$ cat src/rtl/core/vtrh_pkg.sv
package vtrh_pkg;

  // Default sizes of the internal state
  localparam int TEMP_BITS_DEF  = 16;
  localparam int COUNT_BITS_DEF = 8;

  // Fixed field widths
  localparam int SAMPLE_BITS    = 12;
  localparam int LIMIT_BITS     = 12;
  localparam int AFTER_BITS     = 8;
  localparam int STATUS_BITS    = 3;

  // Register port
  localparam int APB_DATA_BITS  = 32;
  localparam int APB_ADDR_BITS  = 5;
  localparam int REG_IDX_BITS   = 3;

  // Reset values
  localparam int LAST_GOOD_RESET = -16;    // minus one degree
  localparam logic [LIMIT_BITS-1:0] LOW_LIMIT_RESET  = 12'd0;
  localparam logic [LIMIT_BITS-1:0] HIGH_LIMIT_RESET = 12'd1600;
  localparam logic [LIMIT_BITS-1:0] MAX_STEP_RESET   = 12'd160;
  localparam logic [AFTER_BITS-1:0] ERR_AFTER_RESET  = 8'd3;
  localparam logic [LIMIT_BITS-1:0] ON_LEVEL_RESET   = 12'd960;
  localparam logic [LIMIT_BITS-1:0] OFF_LEVEL_RESET  = 12'd800;

  typedef enum logic [REG_IDX_BITS-1:0] {
    REG_LOW_LIMIT  = 3'd0,
    REG_HIGH_LIMIT = 3'd1,
    REG_MAX_STEP   = 3'd2,
    REG_ERR_AFTER  = 3'd3,
    REG_ON_LEVEL   = 3'd4,
    REG_OFF_LEVEL  = 3'd5
  } reg_idx_t;

  typedef enum logic [STATUS_BITS-1:0] {
    ST_OK        = 3'd0,
    ST_NO_SENSOR = 3'd1,
    ST_TOO_LOW   = 3'd2,
    ST_TOO_HIGH  = 3'd3,
    ST_STEP      = 3'd4
  } status_t;

  // Configuration as seen by the datapath (limits and levels are signed)
  typedef struct packed {
    logic [LIMIT_BITS-1:0] low_limit;
    logic [LIMIT_BITS-1:0] high_limit;
    logic [LIMIT_BITS-1:0] max_step;
    logic [AFTER_BITS-1:0] error_after;
    logic [LIMIT_BITS-1:0] relay_on_level;
    logic [LIMIT_BITS-1:0] relay_off_level;
  } cfg_t;

endpackage

$ cat src/rtl/core/vtrh_cfg.sv
module vtrh_cfg (
  input  logic                               clk,
  input  logic                               rst_n,
  input  logic                               psel,
  input  logic                               penable,
  input  logic                               pwrite,
  input  logic [vtrh_pkg::APB_ADDR_BITS-1:0] paddr,
  input  logic [vtrh_pkg::APB_DATA_BITS-1:0] pwdata,
  output logic [vtrh_pkg::APB_DATA_BITS-1:0] prdata,
  output logic                               pready,
  output vtrh_pkg::cfg_t                     cfg
);

  vtrh_pkg::cfg_t   cfg_r;
  vtrh_pkg::reg_idx_t idx;
  logic             wr_en;

  assign pready = 1'b1;
  assign wr_en  = psel && penable && pwrite;
  assign idx    = vtrh_pkg::reg_idx_t'(paddr[vtrh_pkg::APB_ADDR_BITS-1:2]);
  assign cfg    = cfg_r;

  // Register writes on the access phase; unmapped addresses are dropped
  always_ff @(posedge clk) begin
    if (!rst_n) begin
      cfg_r.low_limit       <= vtrh_pkg::LOW_LIMIT_RESET;
      cfg_r.high_limit      <= vtrh_pkg::HIGH_LIMIT_RESET;
      cfg_r.max_step        <= vtrh_pkg::MAX_STEP_RESET;
      cfg_r.error_after     <= vtrh_pkg::ERR_AFTER_RESET;
      cfg_r.relay_on_level  <= vtrh_pkg::ON_LEVEL_RESET;
      cfg_r.relay_off_level <= vtrh_pkg::OFF_LEVEL_RESET;
    end else if (wr_en) begin
      case (idx)
        vtrh_pkg::REG_LOW_LIMIT:  cfg_r.low_limit   <= pwdata[vtrh_pkg::LIMIT_BITS-1:0];
        vtrh_pkg::REG_HIGH_LIMIT: cfg_r.high_limit  <= pwdata[vtrh_pkg::LIMIT_BITS-1:0];
        vtrh_pkg::REG_MAX_STEP:   cfg_r.max_step    <= pwdata[vtrh_pkg::LIMIT_BITS-1:0];
        vtrh_pkg::REG_ERR_AFTER:  cfg_r.error_after <= pwdata[vtrh_pkg::AFTER_BITS-1:0];
        vtrh_pkg::REG_ON_LEVEL:   cfg_r.relay_on_level  <= pwdata[vtrh_pkg::LIMIT_BITS-1:0];
        vtrh_pkg::REG_OFF_LEVEL:  cfg_r.relay_off_level <= pwdata[vtrh_pkg::LIMIT_BITS-1:0];
        default: begin
        end
      endcase
    end
  end

  // Read-back mux
  always_comb begin
    prdata = '0;
    case (idx)
      vtrh_pkg::REG_LOW_LIMIT:  prdata = vtrh_pkg::APB_DATA_BITS'(cfg_r.low_limit);
      vtrh_pkg::REG_HIGH_LIMIT: prdata = vtrh_pkg::APB_DATA_BITS'(cfg_r.high_limit);
      vtrh_pkg::REG_MAX_STEP:   prdata = vtrh_pkg::APB_DATA_BITS'(cfg_r.max_step);
      vtrh_pkg::REG_ERR_AFTER:  prdata = vtrh_pkg::APB_DATA_BITS'(cfg_r.error_after);
      vtrh_pkg::REG_ON_LEVEL:   prdata = vtrh_pkg::APB_DATA_BITS'(cfg_r.relay_on_level);
      vtrh_pkg::REG_OFF_LEVEL:  prdata = vtrh_pkg::APB_DATA_BITS'(cfg_r.relay_off_level);
      default:                  prdata = '0;
    endcase
  end

endmodule

$ cat src/rtl/core/validated_temp_relay_hysteresis.sv
// Thermostat relay with a plausibility check on every reading. Each input transfer
// carries a sensor-present flag and a signed temperature in 1/16 degree C; each
// produces exactly one result transfer with a status code, the relay state and the
// last accepted temperature. A reading is held in an input register, checked and
// applied to the state in one short combinational pass, and lands in a result
// register; one reading is taken every cycle while the result side does not stall,
// and the result register lets the next reading enter while a result waits to be taken.
// Thresholds, limits, the step bound and the error count are set through an APB
// port with no wait states, register i at byte address 4*i, and are to be written
// only while no reading is in flight.
module validated_temp_relay_hysteresis #(
  parameter int TEMP_BITS  = vtrh_pkg::TEMP_BITS_DEF,
  parameter int COUNT_BITS = vtrh_pkg::COUNT_BITS_DEF
) (
  input  logic                                 clk,
  input  logic                                 rst_n,
  // configuration
  input  logic                                 psel,
  input  logic                                 penable,
  input  logic                                 pwrite,
  input  logic [vtrh_pkg::APB_ADDR_BITS-1:0]   paddr,
  input  logic [vtrh_pkg::APB_DATA_BITS-1:0]   pwdata,
  output logic [vtrh_pkg::APB_DATA_BITS-1:0]   prdata,
  output logic                                 pready,
  // readings
  input  logic                                 in_valid,
  output logic                                 in_ready,
  input  logic                                 in_sensor_present,
  input  logic [vtrh_pkg::SAMPLE_BITS-1:0]     in_sample_temperature,
  // results
  output logic                                 out_valid,
  input  logic                                 out_ready,
  output logic [vtrh_pkg::STATUS_BITS-1:0]     out_status,
  output logic                                 out_relay_on,
  output logic [vtrh_pkg::SAMPLE_BITS-1:0]     out_last_good_temperature
);

  localparam int DIFF_BITS = TEMP_BITS + 2;
  localparam int CMP_BITS  = (COUNT_BITS > vtrh_pkg::AFTER_BITS) ?
                             COUNT_BITS : vtrh_pkg::AFTER_BITS;

  vtrh_pkg::cfg_t cfg;

  // Input stage
  logic                              in_vld_r;
  logic                              in_present_r;
  logic [vtrh_pkg::SAMPLE_BITS-1:0]  in_temp_r;

  // State
  logic signed [TEMP_BITS-1:0]       last_good_r, last_good_nxt;
  logic                              have_good_r, have_good_nxt;
  logic [COUNT_BITS-1:0]             reject_cnt_r, reject_cnt_nxt;
  logic                              relay_r, relay_nxt;

  // Result stage
  logic                              out_vld_r;
  logic [vtrh_pkg::STATUS_BITS-1:0]  out_status_r;
  logic                              out_relay_r;
  logic [vtrh_pkg::SAMPLE_BITS-1:0]  out_temp_r;

  // Evaluation
  logic                              advance;
  logic signed [DIFF_BITS-1:0]       temp_ext, last_ext, diff, step_ext;
  logic                              step_bad;
  vtrh_pkg::status_t                 err;
  vtrh_pkg::status_t                 status;
  logic                              report;
  logic signed [TEMP_BITS-1:0]       on_ext, off_ext;

  vtrh_cfg u_cfg (
    .clk     (clk),
    .rst_n   (rst_n),
    .psel    (psel),
    .penable (penable),
    .pwrite  (pwrite),
    .paddr   (paddr),
    .pwdata  (pwdata),
    .prdata  (prdata),
    .pready  (pready),
    .cfg     (cfg)
  );

  // Pipeline flow
  assign advance  = in_vld_r && (!out_vld_r || out_ready);
  assign in_ready = !in_vld_r || advance;

  // Plausibility checks, first match wins
  always_comb begin
    temp_ext = DIFF_BITS'($signed(in_temp_r));
    last_ext = DIFF_BITS'(last_good_r);
    diff     = temp_ext - last_ext;
    step_ext = DIFF_BITS'($signed({1'b0, cfg.max_step}));
    step_bad = have_good_r && ((diff > step_ext) || (diff < -step_ext));

    if (!in_present_r) begin
      err = vtrh_pkg::ST_NO_SENSOR;
    end else if ($signed(in_temp_r) <= $signed(cfg.low_limit)) begin
      err = vtrh_pkg::ST_TOO_LOW;
    end else if ($signed(in_temp_r) >= $signed(cfg.high_limit)) begin
      err = vtrh_pkg::ST_TOO_HIGH;
    end else if (step_bad) begin
      err = vtrh_pkg::ST_STEP;
    end else begin
      err = vtrh_pkg::ST_OK;
    end
  end

  // Counter, stored reading and relay hysteresis
  always_comb begin
    on_ext  = TEMP_BITS'($signed(cfg.relay_on_level));
    off_ext = TEMP_BITS'($signed(cfg.relay_off_level));

    if (err != vtrh_pkg::ST_OK) begin
      reject_cnt_nxt = (reject_cnt_r == '1) ? reject_cnt_r : reject_cnt_r + 1'b1;
      last_good_nxt  = last_good_r;
      have_good_nxt  = have_good_r;
    end else begin
      reject_cnt_nxt = '0;
      last_good_nxt  = TEMP_BITS'($signed(in_temp_r));
      have_good_nxt  = 1'b1;
    end

    report = (err != vtrh_pkg::ST_OK) &&
             (CMP_BITS'(reject_cnt_nxt) >= CMP_BITS'(cfg.error_after));
    status = report ? err : vtrh_pkg::ST_OK;

    relay_nxt = relay_r;
    if (!report) begin
      if (last_good_nxt >= on_ext) begin
        relay_nxt = 1'b1;
      end else if (last_good_nxt <= off_ext) begin
        relay_nxt = 1'b0;
      end
    end
  end

  // Input register
  always_ff @(posedge clk) begin
    if (!rst_n) begin
      in_vld_r <= 1'b0;
    end else if (in_valid && in_ready) begin
      in_vld_r <= 1'b1;
    end else if (advance) begin
      in_vld_r <= 1'b0;
    end
  end

  always_ff @(posedge clk) begin
    if (in_valid && in_ready) begin
      in_present_r <= in_sensor_present;
      in_temp_r    <= in_sample_temperature;
    end
  end

  // State update as a reading moves to the result register
  always_ff @(posedge clk) begin
    if (!rst_n) begin
      last_good_r  <= TEMP_BITS'(vtrh_pkg::LAST_GOOD_RESET);
      have_good_r  <= 1'b0;
      reject_cnt_r <= '0;
      relay_r      <= 1'b0;
    end else if (advance) begin
      last_good_r  <= last_good_nxt;
      have_good_r  <= have_good_nxt;
      reject_cnt_r <= reject_cnt_nxt;
      relay_r      <= relay_nxt;
    end
  end

  // Result register
  always_ff @(posedge clk) begin
    if (!rst_n) begin
      out_vld_r <= 1'b0;
    end else if (advance) begin
      out_vld_r <= 1'b1;
    end else if (out_ready) begin
      out_vld_r <= 1'b0;
    end
  end

  always_ff @(posedge clk) begin
    if (advance) begin
      out_status_r <= status;
      out_relay_r  <= relay_nxt;
      out_temp_r   <= last_good_nxt[vtrh_pkg::SAMPLE_BITS-1:0];
    end
  end

  assign out_valid                 = out_vld_r;
  assign out_status                = out_status_r;
  assign out_relay_on              = out_relay_r;
  assign out_last_good_temperature = out_temp_r;

endmodule
$ cat config.mk
export PLATFORM = sky130hd
export DESIGN_NAME = validated_temp_relay_hysteresis
export DESIGN_NICKNAME = d
export VERILOG_FILES = /design/src/rtl/core/vtrh_pkg.sv /design/src/rtl/core/vtrh_cfg.sv /design/src/rtl/core/validated_temp_relay_hysteresis.sv
export SDC_FILE = /design/constraint.sdc
export NUM_CORES = 1
export LEC_CHECK = 0
export CAP_MARGIN = 20
export CORE_MARGIN = 3
export CORE_UTILIZATION = 57
export DETAILED_ROUTE_END_ITERATION = 10
export DONT_BUFFER_PORTS = 1
export GPL_ROUTABILITY_DRIVEN = 0
export PLACE_DENSITY = 0.72
export SYNTH_ARGS = -nofsm -noshare
export SYNTH_HDL_FRONTEND = slang
export SYNTH_SLANG_ARGS = --single-unit
$ cat constraint.sdc
create_clock -name clk -period 16.5 [get_ports clk]
set_clock_uncertainty 0.1 [all_clocks]
set_input_delay 1.65 -clock clk [delete_from_list [all_inputs] [get_ports clk]]
set_output_delay 1.65 -clock clk [all_outputs]
set_load 0.005 [all_outputs]
==> Implementation_results.wiki, run 1 <==
{| class="wikitable"
! Metric !! Value
|-
| Kind of critical path || flip-flop to flip-flop
|-
| Min Tclk post-route || 8.28 ns
|-
| Detail Placement HPWL || 18.1 mm
|-
| Number of optimization iterations in the first detailed-route pass || 7
|-
| Final hold slack || 0.356 ns
|-
| Worst Path Required || 16.69 ns
|-
| Global-route wire length before repair || 38.1 mm
|-
| Number of buffers inserted during clock tree synthesis || 17
|-
| Netlist cell types || 72
|-
| Commonest cells in the netlist || 132 x sky130_fd_sc_hd__nand2_1, 109 x sky130_fd_sc_hd__ha_1, 105 x sky130_fd_sc_hd__inv_1, 96 x sky130_fd_sc_hd__dfxtp_1, 60 x sky130_fd_sc_hd__a21oi_1
|-
| Main flop type after synthesis || sky130_fd_sc_hd__dfxtp_1
|-
| Synth top area cells || sky130_fd_sc_hd__dfxtp_1 21%, sky130_fd_sc_hd__ha_1 15%, sky130_fd_sc_hd__edfxtp_1 9.6%, sky130_fd_sc_hd__nand2_1 5.5%, sky130_fd_sc_hd__mux2i_1 5.1%
|-
| Number of warning messages in the yosys log || 0
|-
| Site row count || 45
|-
| Biggest area consumer among synthesized cells || sky130_fd_sc_hd__dfxtp_1
|-
| Leakage Power || 4.06 nW
|-
| Number of flops mapped to enable cells by yosys || 29
|-
| Post-layout utilization of the core || 62.8%
|-
| Clock input transition at the sequential cells of the worst setup and hold paths || 0.07 ns
|-
| Setup repair after global routing missed its margin || false
|-
| Max_cap viols || 0
|-
| Tot GR Track Use || 27.6%
|-
| Number of sinks on the clock net || 125
|-
| H-Tree Depth || 4
|-
| Sequential share of the synthesized area || 30.8%
|-
| Most instantiated library cell after synthesis || sky130_fd_sc_hd__nand2_1
|-
| Chip Width || 132 um
|-
| Critical path endpoint category || flip-flop
|-
| Worst Reg-to-Reg Cells || 28
|-
| Vias in the first global route || 7125
|-
| Result of the run || finished, final reports clean
|-
| # DRC || 0
|-
| Syn Std Cell Area || 0.00908 mm2
|-
| Area share of the largest cell type after synthesis || 21.2%
|-
| Gate Count Post-Synth || 1088
|-
| Cts-stage hold buffer count || 0
|-
| Ys async rst share || 0%
|-
| Largest stage delay on the critical path || 0.87 ns
|-
| Number of instances in the placed design || 1250
|-
| Critical path's slowest cell || sky130_fd_sc_hd__nand3_2
|-
| Hold violation total from the final report || 0
|-
| Sum of negative setup slack || 0 ns
|-
| Setup-failing EPs final || 0
|-
| Flip-flop and latch count after synthesis || 125
|-
| Hold path cells || 2
|-
| Routed via count divided by cell count || 5.91
|-
| Category of the worst setup path launch point || flip-flop
|-
| Core ar. || 0.0154 mm2
|-
| Reg-to-Reg Start || in_temp_r[0]$_DFFE_PP_
|-
| Worst Setup EP || relay_r$_SDFFE_PN0P_
|-
| Power per standard cell area || 83.1 mW/mm2
|-
| Count of nets after finishing || 1226
|-
| Clock tree buffer depth || 2
|-
| Total setup buffers inserted after CTS || 0
|-
| Initial antenna violation count || 0
|-
| Root buffer cell || sky130_fd_sc_hd__clkbuf_16
|-
| Num ports || 108
|-
| Antenna diode count || 0
|-
| Number of routed nets with antenna violations || 0
|-
| Chip height || 132 um
|-
| CP most frequent cell || sky130_fd_sc_hd__a21oi_1
|-
| Max VDD drop || 90.8 uV
|-
| Final instance count without filler cells || 1283
|-
| Clock tree from TritonCTS || yes
|-
| R2R Setup Slk || 8.22 ns
|-
| Max Fclk || 121 MHz
|-
| Initial detailed-routing violation count || 773
|-
| Fraction of final layout cells sized beyond drive strength 1 || 5.41%
|-
| Critical Path Fanout Max || 54
|-
| Relative slew slack || 33.1%
|-
| Synthesis-to-finish area growth || 6.42%
|-
| Avg WL per Cell || 18.6 um
|-
| Worst-Margin Slew || 1.00 ns
|-
| Clock latency on the worst-skew pair || 0.42 ns
|-
| Mean post-synth cell area || 8.34 um2
|-
| Pin count of the biggest net entering global routing || 75
|-
| Gates resized, CTS repair || 0
|-
| Fill cells || 1341
|-
| Critical path data arrival time || 8.48 ns
|-
| Final max-slew violation count || 0
|-
| Starting Density || 59.0%
|-
| DIE AREA || 0.0175 mm2
|-
| Worst R2R End || relay_r$_SDFFE_PN0P_
|-
| Hold crit path type || flip-flop to flip-flop
|-
| PortBufs || 0
|-
| Total via count after detailed routing || 7581
|-
| Detailed-route wire length || 23.9 mm
|-
| Sum of overflow across all layers after global routing || 0
|-
| Share of the clock period used by the worst path || 50.2%
|-
| Origin of the worst setup path || in_temp_r[0]$_DFFE_PP_
|}
routing by layer:
layer | global-route usage (%) | up-vias | wire length, um
met4 | 11.8 | 0 | 805
li1 | - | 3753 | -
met3 | 7.33 | 51 | 2000
met1 | 35.9 | 3505 | 10300
met5 | 0 | - | 0
met2 | 43.6 | 272 | 10800
cell usage in the layout, fill, tap and decap left out, types with 5 or more instances in the layout:
master,Yosys,layout
sky130_fd_sc_hd__ha_1,109,109
sky130_fd_sc_hd__nand3_1,23,23
sky130_fd_sc_hd__nand4_1,14,14
sky130_fd_sc_hd__a21boi_0,15,15
sky130_fd_sc_hd__inv_6,0,5
sky130_fd_sc_hd__o21a_1,12,12
sky130_fd_sc_hd__edfxtp_1,29,29
sky130_fd_sc_hd__nand2b_1,10,10
sky130_fd_sc_hd__nor2_1,57,57
sky130_fd_sc_hd__a211oi_1,8,8
sky130_fd_sc_hd__xnor2_1,18,18
sky130_fd_sc_hd__dfxtp_1,96,96
sky130_fd_sc_hd__o22ai_1,7,7
sky130_fd_sc_hd__o21ai_0,56,56
sky130_fd_sc_hd__o211ai_1,30,30
sky130_fd_sc_hd__nor3_1,13,12
sky130_fd_sc_hd__clkbuf_16,0,18
sky130_fd_sc_hd__a21oi_1,60,60
sky130_fd_sc_hd__inv_1,105,105
sky130_fd_sc_hd__and3_1,12,12
sky130_fd_sc_hd__a21o_1,23,23
sky130_fd_sc_hd__nor2b_1,33,33
sky130_fd_sc_hd__conb_1,2,21
sky130_fd_sc_hd__a31oi_1,11,11
sky130_fd_sc_hd__nand2_1,132,132
sky130_fd_sc_hd__mux2i_1,46,46
sky130_fd_sc_hd__a22oi_1,9,9
state kept, by name (all words and copies together) (netlist names):
register / cells
last_good_r: 16
u_cfg.cfg: 68
out_last_good_temperature: 12
reject_cnt_r: 8
in_temp_r: 12
out_valid: 1
in_vld_r: 1
in_present_r: 1
out_relay_on: 1
out_status: 3
have_good_r: 1
relay_r: 1
worst min path at each step:
stage	from	to	slack, ns
2_1_floorplan	u_cfg.cfg[13]$_SDFFE_PN0P_	u_cfg.cfg[13]$_SDFFE_PN0P_	0.34
3_3_place_gp	u_cfg.cfg[1]$_SDFFE_PN0P_	u_cfg.cfg[1]$_SDFFE_PN0P_	0.34
3_5_place_dp	u_cfg.cfg[7]$_SDFFE_PN0P_	u_cfg.cfg[7]$_SDFFE_PN0P_	0.35
4_1_cts	u_cfg.cfg[22]$_SDFFE_PN0P_	u_cfg.cfg[22]$_SDFFE_PN0P_	0.36
5_1_grt	u_cfg.cfg[22]$_SDFFE_PN0P_	u_cfg.cfg[22]$_SDFFE_PN0P_	0.37
6_report	u_cfg.cfg[17]$_SDFFE_PN0P_	u_cfg.cfg[17]$_SDFFE_PN0P_	0.36
final cells by class:
type / count / area [um2] / area share [%]
multi-input combinational: 805 / 5600 / 58.0
sequential: 125 / 2790 / 28.9
inverter: 106 / 398 / 4.12
tap: 211 / 264 / 2.73
timing repair buffer: 4 / 30.0 / 0.311
clock buffer: 18 / 450 / 4.66
clock inverter: 14 / 120 / 1.24
stage by stage:
step / cell area (um2) / setup WS (ns) / power, W
2_1_floorplan: 9150 / 10.03 / 0.000428
3_3_place_gp: 9080 / 8.36 / 0.000444
3_5_place_dp: 9080 / 8.30 / 0.000446
4_1_cts: 9650 / 8.29 / 0.000804
5_1_grt: 9660 / 7.59 / 0.000838
6_report: 9660 / 8.22 / 0.000802
power by group:
part | internal [W] | total (W) | switching [W] | leakage, nW
Combinational | 0.0000461 | 0.000113 | 0.0000664 | 2.73
Clock | 0.000206 | 0.000360 | 0.000154 | 0.279
Sequential | 0.000321 | 0.000330 | 0.00000812 | 1.04
logic make-up (layout without fill, tap and decap cells):
logic type / count (synthesis) / after routing / synth area share [%]
xor+xnor: 22 / 22 / 2.27
other cells: 2 / 21 / 0.0827
flops: 125 / 125 / 30.8
compound gates: 271 / 271 / 19.9
mux: 50 / 50 / 5.69
buf+inv: 177 / 142 / 8.33
simple gates: 331 / 331 / 17.7
fa+ha+maj: 110 / 110 / 15.2
critical path, delay by kind of cell, from the launching register on:
family,cells,cell delay (ns)
buffers and inverters,2,0.23
and+or+nand+nor,5,1.51
DFF,1,0.45
AOI/OAI and AO/OA,15,4.32
adders and majority gates,4,1.30
xor gates and xnor gates,1,0.12
muxes,1,0.11
No activity file was read; power rests on OpenSTA's default activity.
==> run 2, diff against run 1 <==
ABC_AREA = 1   (was default)
PLACE_DENSITY = 0.75   (was 0.72)
clock period = 7.16 ns   (was 16.5 ns; I/O delays follow)
==> run 2 against run 1 <==
Net effect:
- total power up 140%
- routed wire length fell by 7.2%
- global-route usage is 0.45 points lower
- hold slack worse by 0.077 ns
- sequential cell count is the same
- register-to-register slack got worse by 7.2 ns
- largest power group unchanged
==> Implementation_results.wiki, run 2 <==
{| class="wikitable"
! Metric !! Value
|-
| Antenna diode count || 0 (unchanged)
|-
| Critical path data arrival time || 6.26 ns (-2.22 ns)
|-
| Setup slack of the critical path after layout || 0.990 ns (-7.23 ns)
|-
| Most instantiated library cell after synthesis || sky130_fd_sc_hd__inv_1
|-
| Routed via count divided by cell count || 5.68 (-3.9%)
|-
| Fraction of final layout cells sized beyond drive strength 1 || 5.27% (-0.14 points)
|-
| Commonest cells in the netlist || 191 x sky130_fd_sc_hd__inv_1, 165 x sky130_fd_sc_hd__nand2_1, 119 x sky130_fd_sc_hd__a21oi_1, 109 x sky130_fd_sc_hd__ha_1, 96 x sky130_fd_sc_hd__dfxtp_1
|-
| Share of the clock period used by the worst path || 86.2% (+36 points)
|-
| Pin count of the biggest net entering global routing || 75 (unchanged)
|-
| DP Worst Slack || 1.10 ns (-7.20 ns)
|-
| Met2 WL post-DR || 10.4 mm (-4.1%)
|-
| Seq pwr share || 39.7% (-1.4 points)
|-
| Critical path's slowest cell || sky130_fd_sc_hd__o21ai_0
|-
| Root buffer cell || sky130_fd_sc_hd__clkbuf_16
|-
| Result of the run || finished, final reports clean
|-
| Share of total power in the clock network || 40.9% (-4.0 points)
|-
| Gates resized, CTS repair || 0 (unchanged)
|-
| Sw Ratio || 30.0% (+1.5 points)
|-
| H-Tree Depth || 4 (unchanged)
|-
| Critical path endpoint category || flip-flop
|-
| Top routing layer in use || met4
|-
| Critical Path Fanout Max || 9 (-83%)
|-
| Clock tree from TritonCTS || yes
|-
| Site row count || 44 (-2.2%)
|-
| Commonest non-fill, non-tap cell in the layout || sky130_fd_sc_hd__inv_1
|-
| Number of sinks on the clock net || 125 (unchanged)
|-
| Vias in the first global route || 6891 (-3.3%)
|-
| Max VDD drop || 183 uV (+100%)
|-
| Sum of overflow across all layers after global routing || 0 (unchanged)
|-
| Min Tclk post-route || 6.17 ns (-2.11 ns)
|-
| Detail Placement HPWL || 17.0 mm (-6.3%)
|-
| Cts-stage hold buffer count || 0 (unchanged)
|-
| Final max-slew violation count || 0 (unchanged)
|-
| Avg WL per Cell || 16.8 um (-10%)
|-
| Combinational group share of total power || 19.4% (+5.4 points)
|-
| Starting Density || 58.6% (-0.49 points)
|-
| Initial antenna violation count || 0 (unchanged)
|-
| Max Fclk || 162 MHz (+34%)
|-
| Global-route wire length before repair || 35.2 mm (-7.8%)
|-
| Mean post-synth cell area || 7.57 um2 (-9.2%)
|-
| Most frequent cells in the layout || 191 x sky130_fd_sc_hd__inv_1, 165 x sky130_fd_sc_hd__nand2_1, 119 x sky130_fd_sc_hd__a21oi_1
|-
| Number of routed nets with antenna violations || 0 (unchanged)
|-
| Sum of negative setup slack || 0 ns (unchanged)
|-
| Number of buffers inserted during clock tree synthesis || 17 (unchanged)
|-
| Category of the worst setup path launch point || flip-flop
|-
| Routed metal-1 wire length || 9.54 mm (-7.5%)
|-
| Hold crit path type || input port to flip-flop
|-
| # DRC || 0 (unchanged)
|-
| DIE AREA || 0.0166 mm2 (-5.3%)
|-
| Sequential share of the synthesized area || 32.6% (+1.8 points)
|-
| PortBufs || 0 (unchanged)
|-
| CP most frequent cell || sky130_fd_sc_hd__nand2_1
|-
| Setup-failing EPs final || 0 (unchanged)
|-
| Core ar. || 0.0146 mm2 (-4.7%)
|-
| Flip-flop and latch count after synthesis || 125 (unchanged)
|-
| Number of flip-flops under the largest register name || 68 (unchanged)
|-
| Netlist cell types || 51 (-29%)
|-
| Area share of the largest cell type after synthesis || 22.4% (+1.2 points)
|-
| Leakage Power || 4.27 nW (+5.3%)
|-
| Clock input transition at the sequential cells of the worst setup and hold paths || 0.06 ns (about the same)
|-
| Synthesis-to-finish area growth || 6.84%
|-
| Worst Path Required || 7.25 ns (-9.44 ns)
|-
| Syn Std Cell Area || 0.00857 mm2 (-5.5%)
|-
| Number of warning messages in the yosys log || 0 (unchanged)
|-
| Worst-Margin Slew || 0.984 ns (-0.0159 ns)
|-
| Sw power || 0.000582 W (+150%)
|-
| Detailed-route wire length || 22.2 mm (-7.2%)
|-
| Total setup buffers inserted after CTS || 0 (unchanged)
|-
| Max_cap viols || 0 (unchanged)
|-
| CP top delay family || compound AO/OA/AOI/OAI gates
|-
| Count of nets after finishing || 1293 (+5.5%)
|-
| Chip Width || 129 um (-2.7%)
|-
| Final total power || 0.00194 W (+140%)
|-
| Initial detailed-routing violation count || 667 (-14%)
|-
| Power per standard cell area || 212 mW/mm2 (+150%)
|-
| Gate Count Post-Synth || 1132 (+4.0%)
|-
| Buffering stage count on the worst path with inverters included || 3 (+1)
|-
| Cell area after layout || 0.00916 mm2 (-5.2%)
|-
| Num ports || 108 (unchanged)
|-
| Chip height || 129 um (-2.7%)
|-
| Total met3 wirelength after detailed routing || 1.84 mm (-8.1%)
|-
| Clock latency on the worst-skew pair || 0.43 ns (about the same)
|-
| Clock tree buffer depth || 2 (unchanged)
|-
| Placed instance area || 0.00860 mm2 (-5.3%)
|-
| Number of optimization iterations in the first detailed-route pass || 5 (-2)
|-
| Tot GR Track Use || 27.2% (-0.45 points)
|-
| Total via count after detailed routing || 7503 (-1.0%)
|-
| Hold violation total from the final report || 0 (unchanged)
|-
| Largest stage delay on the critical path || 0.55 ns (-0.32 ns)
|-
| Synth top area cells || sky130_fd_sc_hd__dfxtp_1 22%, sky130_fd_sc_hd__ha_1 16%, sky130_fd_sc_hd__edfxtp_1 10%, sky130_fd_sc_hd__inv_1 8.4%, sky130_fd_sc_hd__nand2_1 7.2%
|-
| Setup repair after global routing missed its margin || false
|-
| Design internal power || 0.00136 W (+140%)
|-
| Kind of critical path || flip-flop to flip-flop
|-
| Number of flops mapped to enable cells by yosys || 29 (unchanged)
|-
| Relative slew slack || 34.3% (+1.1 points)
|-
| Biggest area consumer among synthesized cells || sky130_fd_sc_hd__dfxtp_1
|-
| Main flop type after synthesis || sky130_fd_sc_hd__dfxtp_1
|-
| Ys async rst share || 0% (unchanged)
|}
-- run 2: cell types whose count changed in the layout (fill, tap and decap cells not counted), sizes merged, moves of 13 or more --
cell	change
nor2b	-33
nand3	+15
a21boi	-13
o211ai	-19
nor2	+14
nand2	+43
mux2i	-45
a21o	-21
inv	+83
xor2	+13
a21oi	+65
o21ai	+57
-- run 2: cells by family (layout without fill, tap and decap cells) --
logic type	count (synthesis)	after routing	synth area share [%]
buffers and inverters	243	230	11.9
flip-flops	125	125	32.6
AO/OA/AOI/OAI	310	310	20.7
other	2	21	0.0876
multiplexers	1	1	0.117
adder cells (fa/ha/maj)	110	110	16.1
XOR/XNOR	23	23	2.35
AND/OR/NAND/NOR	318	318	16.1
-- run 2: routing by layer --
metal	vias up	track usage (%)
met1	3422	35.9
met3	33	6.93
met2	281	43.9
li1	3767	-
met5	-	0
met4	0	8.28
-- run 2: worst reg2reg max path: cells and delay by family (launching register included) --
kind,cells,cell delay [ns]
flip-flops,1,0.49
XOR/XNOR,2,0.38
AND/OR/NAND/NOR,18,1.24
buffers and inverters,3,0.20
adder cells (fa/ha/maj),3,1.09
AO/OA/AOI/OAI,11,2.44
-- run 2: area by class of cell --
type                            count  area [um2]
Clock buffer                       22         475
Clock inverter                      9        62.6
Fill cell                        1312        5480
Inverter                          196         736
Multi-Input combinational cell    783        4830
Sequential cell                   125        2790
Tap cell                          184         230
Timing Repair Buffer                3        35.0
-- run 2: path summary, 6_finish.rpt --
kind,startpoint,end,slack [ns],depth (start not counted)
max,in_temp_r[2]$_DFFE_PP_,out_relay_on$_DFFE_PP_,0.99,37
min,in_sample_temperature[0],in_temp_r[0]$_DFFE_PP_,0.28,0
max reg2reg,in_temp_r[2]$_DFFE_PP_,out_relay_on$_DFFE_PP_,0.99,37
min reg2reg,last_good_r[4]$_SDFFE_PN1P_,last_good_r[4]$_SDFFE_PN1P_,0.37,2
-- run 2: per-stage QoR --
stage,utilization [%],hold slack [ns],std cells
after floorplan,-,0.349,1151
after global placement,58.7,0.356,1290
after detailed placement,58.7,0.365,1290
after CTS,62.4,0.271,1321
after global routing,62.6,0.271,1322
final,62.6,0.279,1322
-- run 2: power by group through the flow --
stage	combinational (W)	clock, W	sequential [W]
floorplan	0.000302	0	0.000778
global placement	0.000359	0	0.000784
detailed placement	0.000368	0	0.000785
CTS	0.000372	0.000801	0.000770
global route	0.000431	0.000832	0.000773
finish	0.000375	0.000793	0.000770
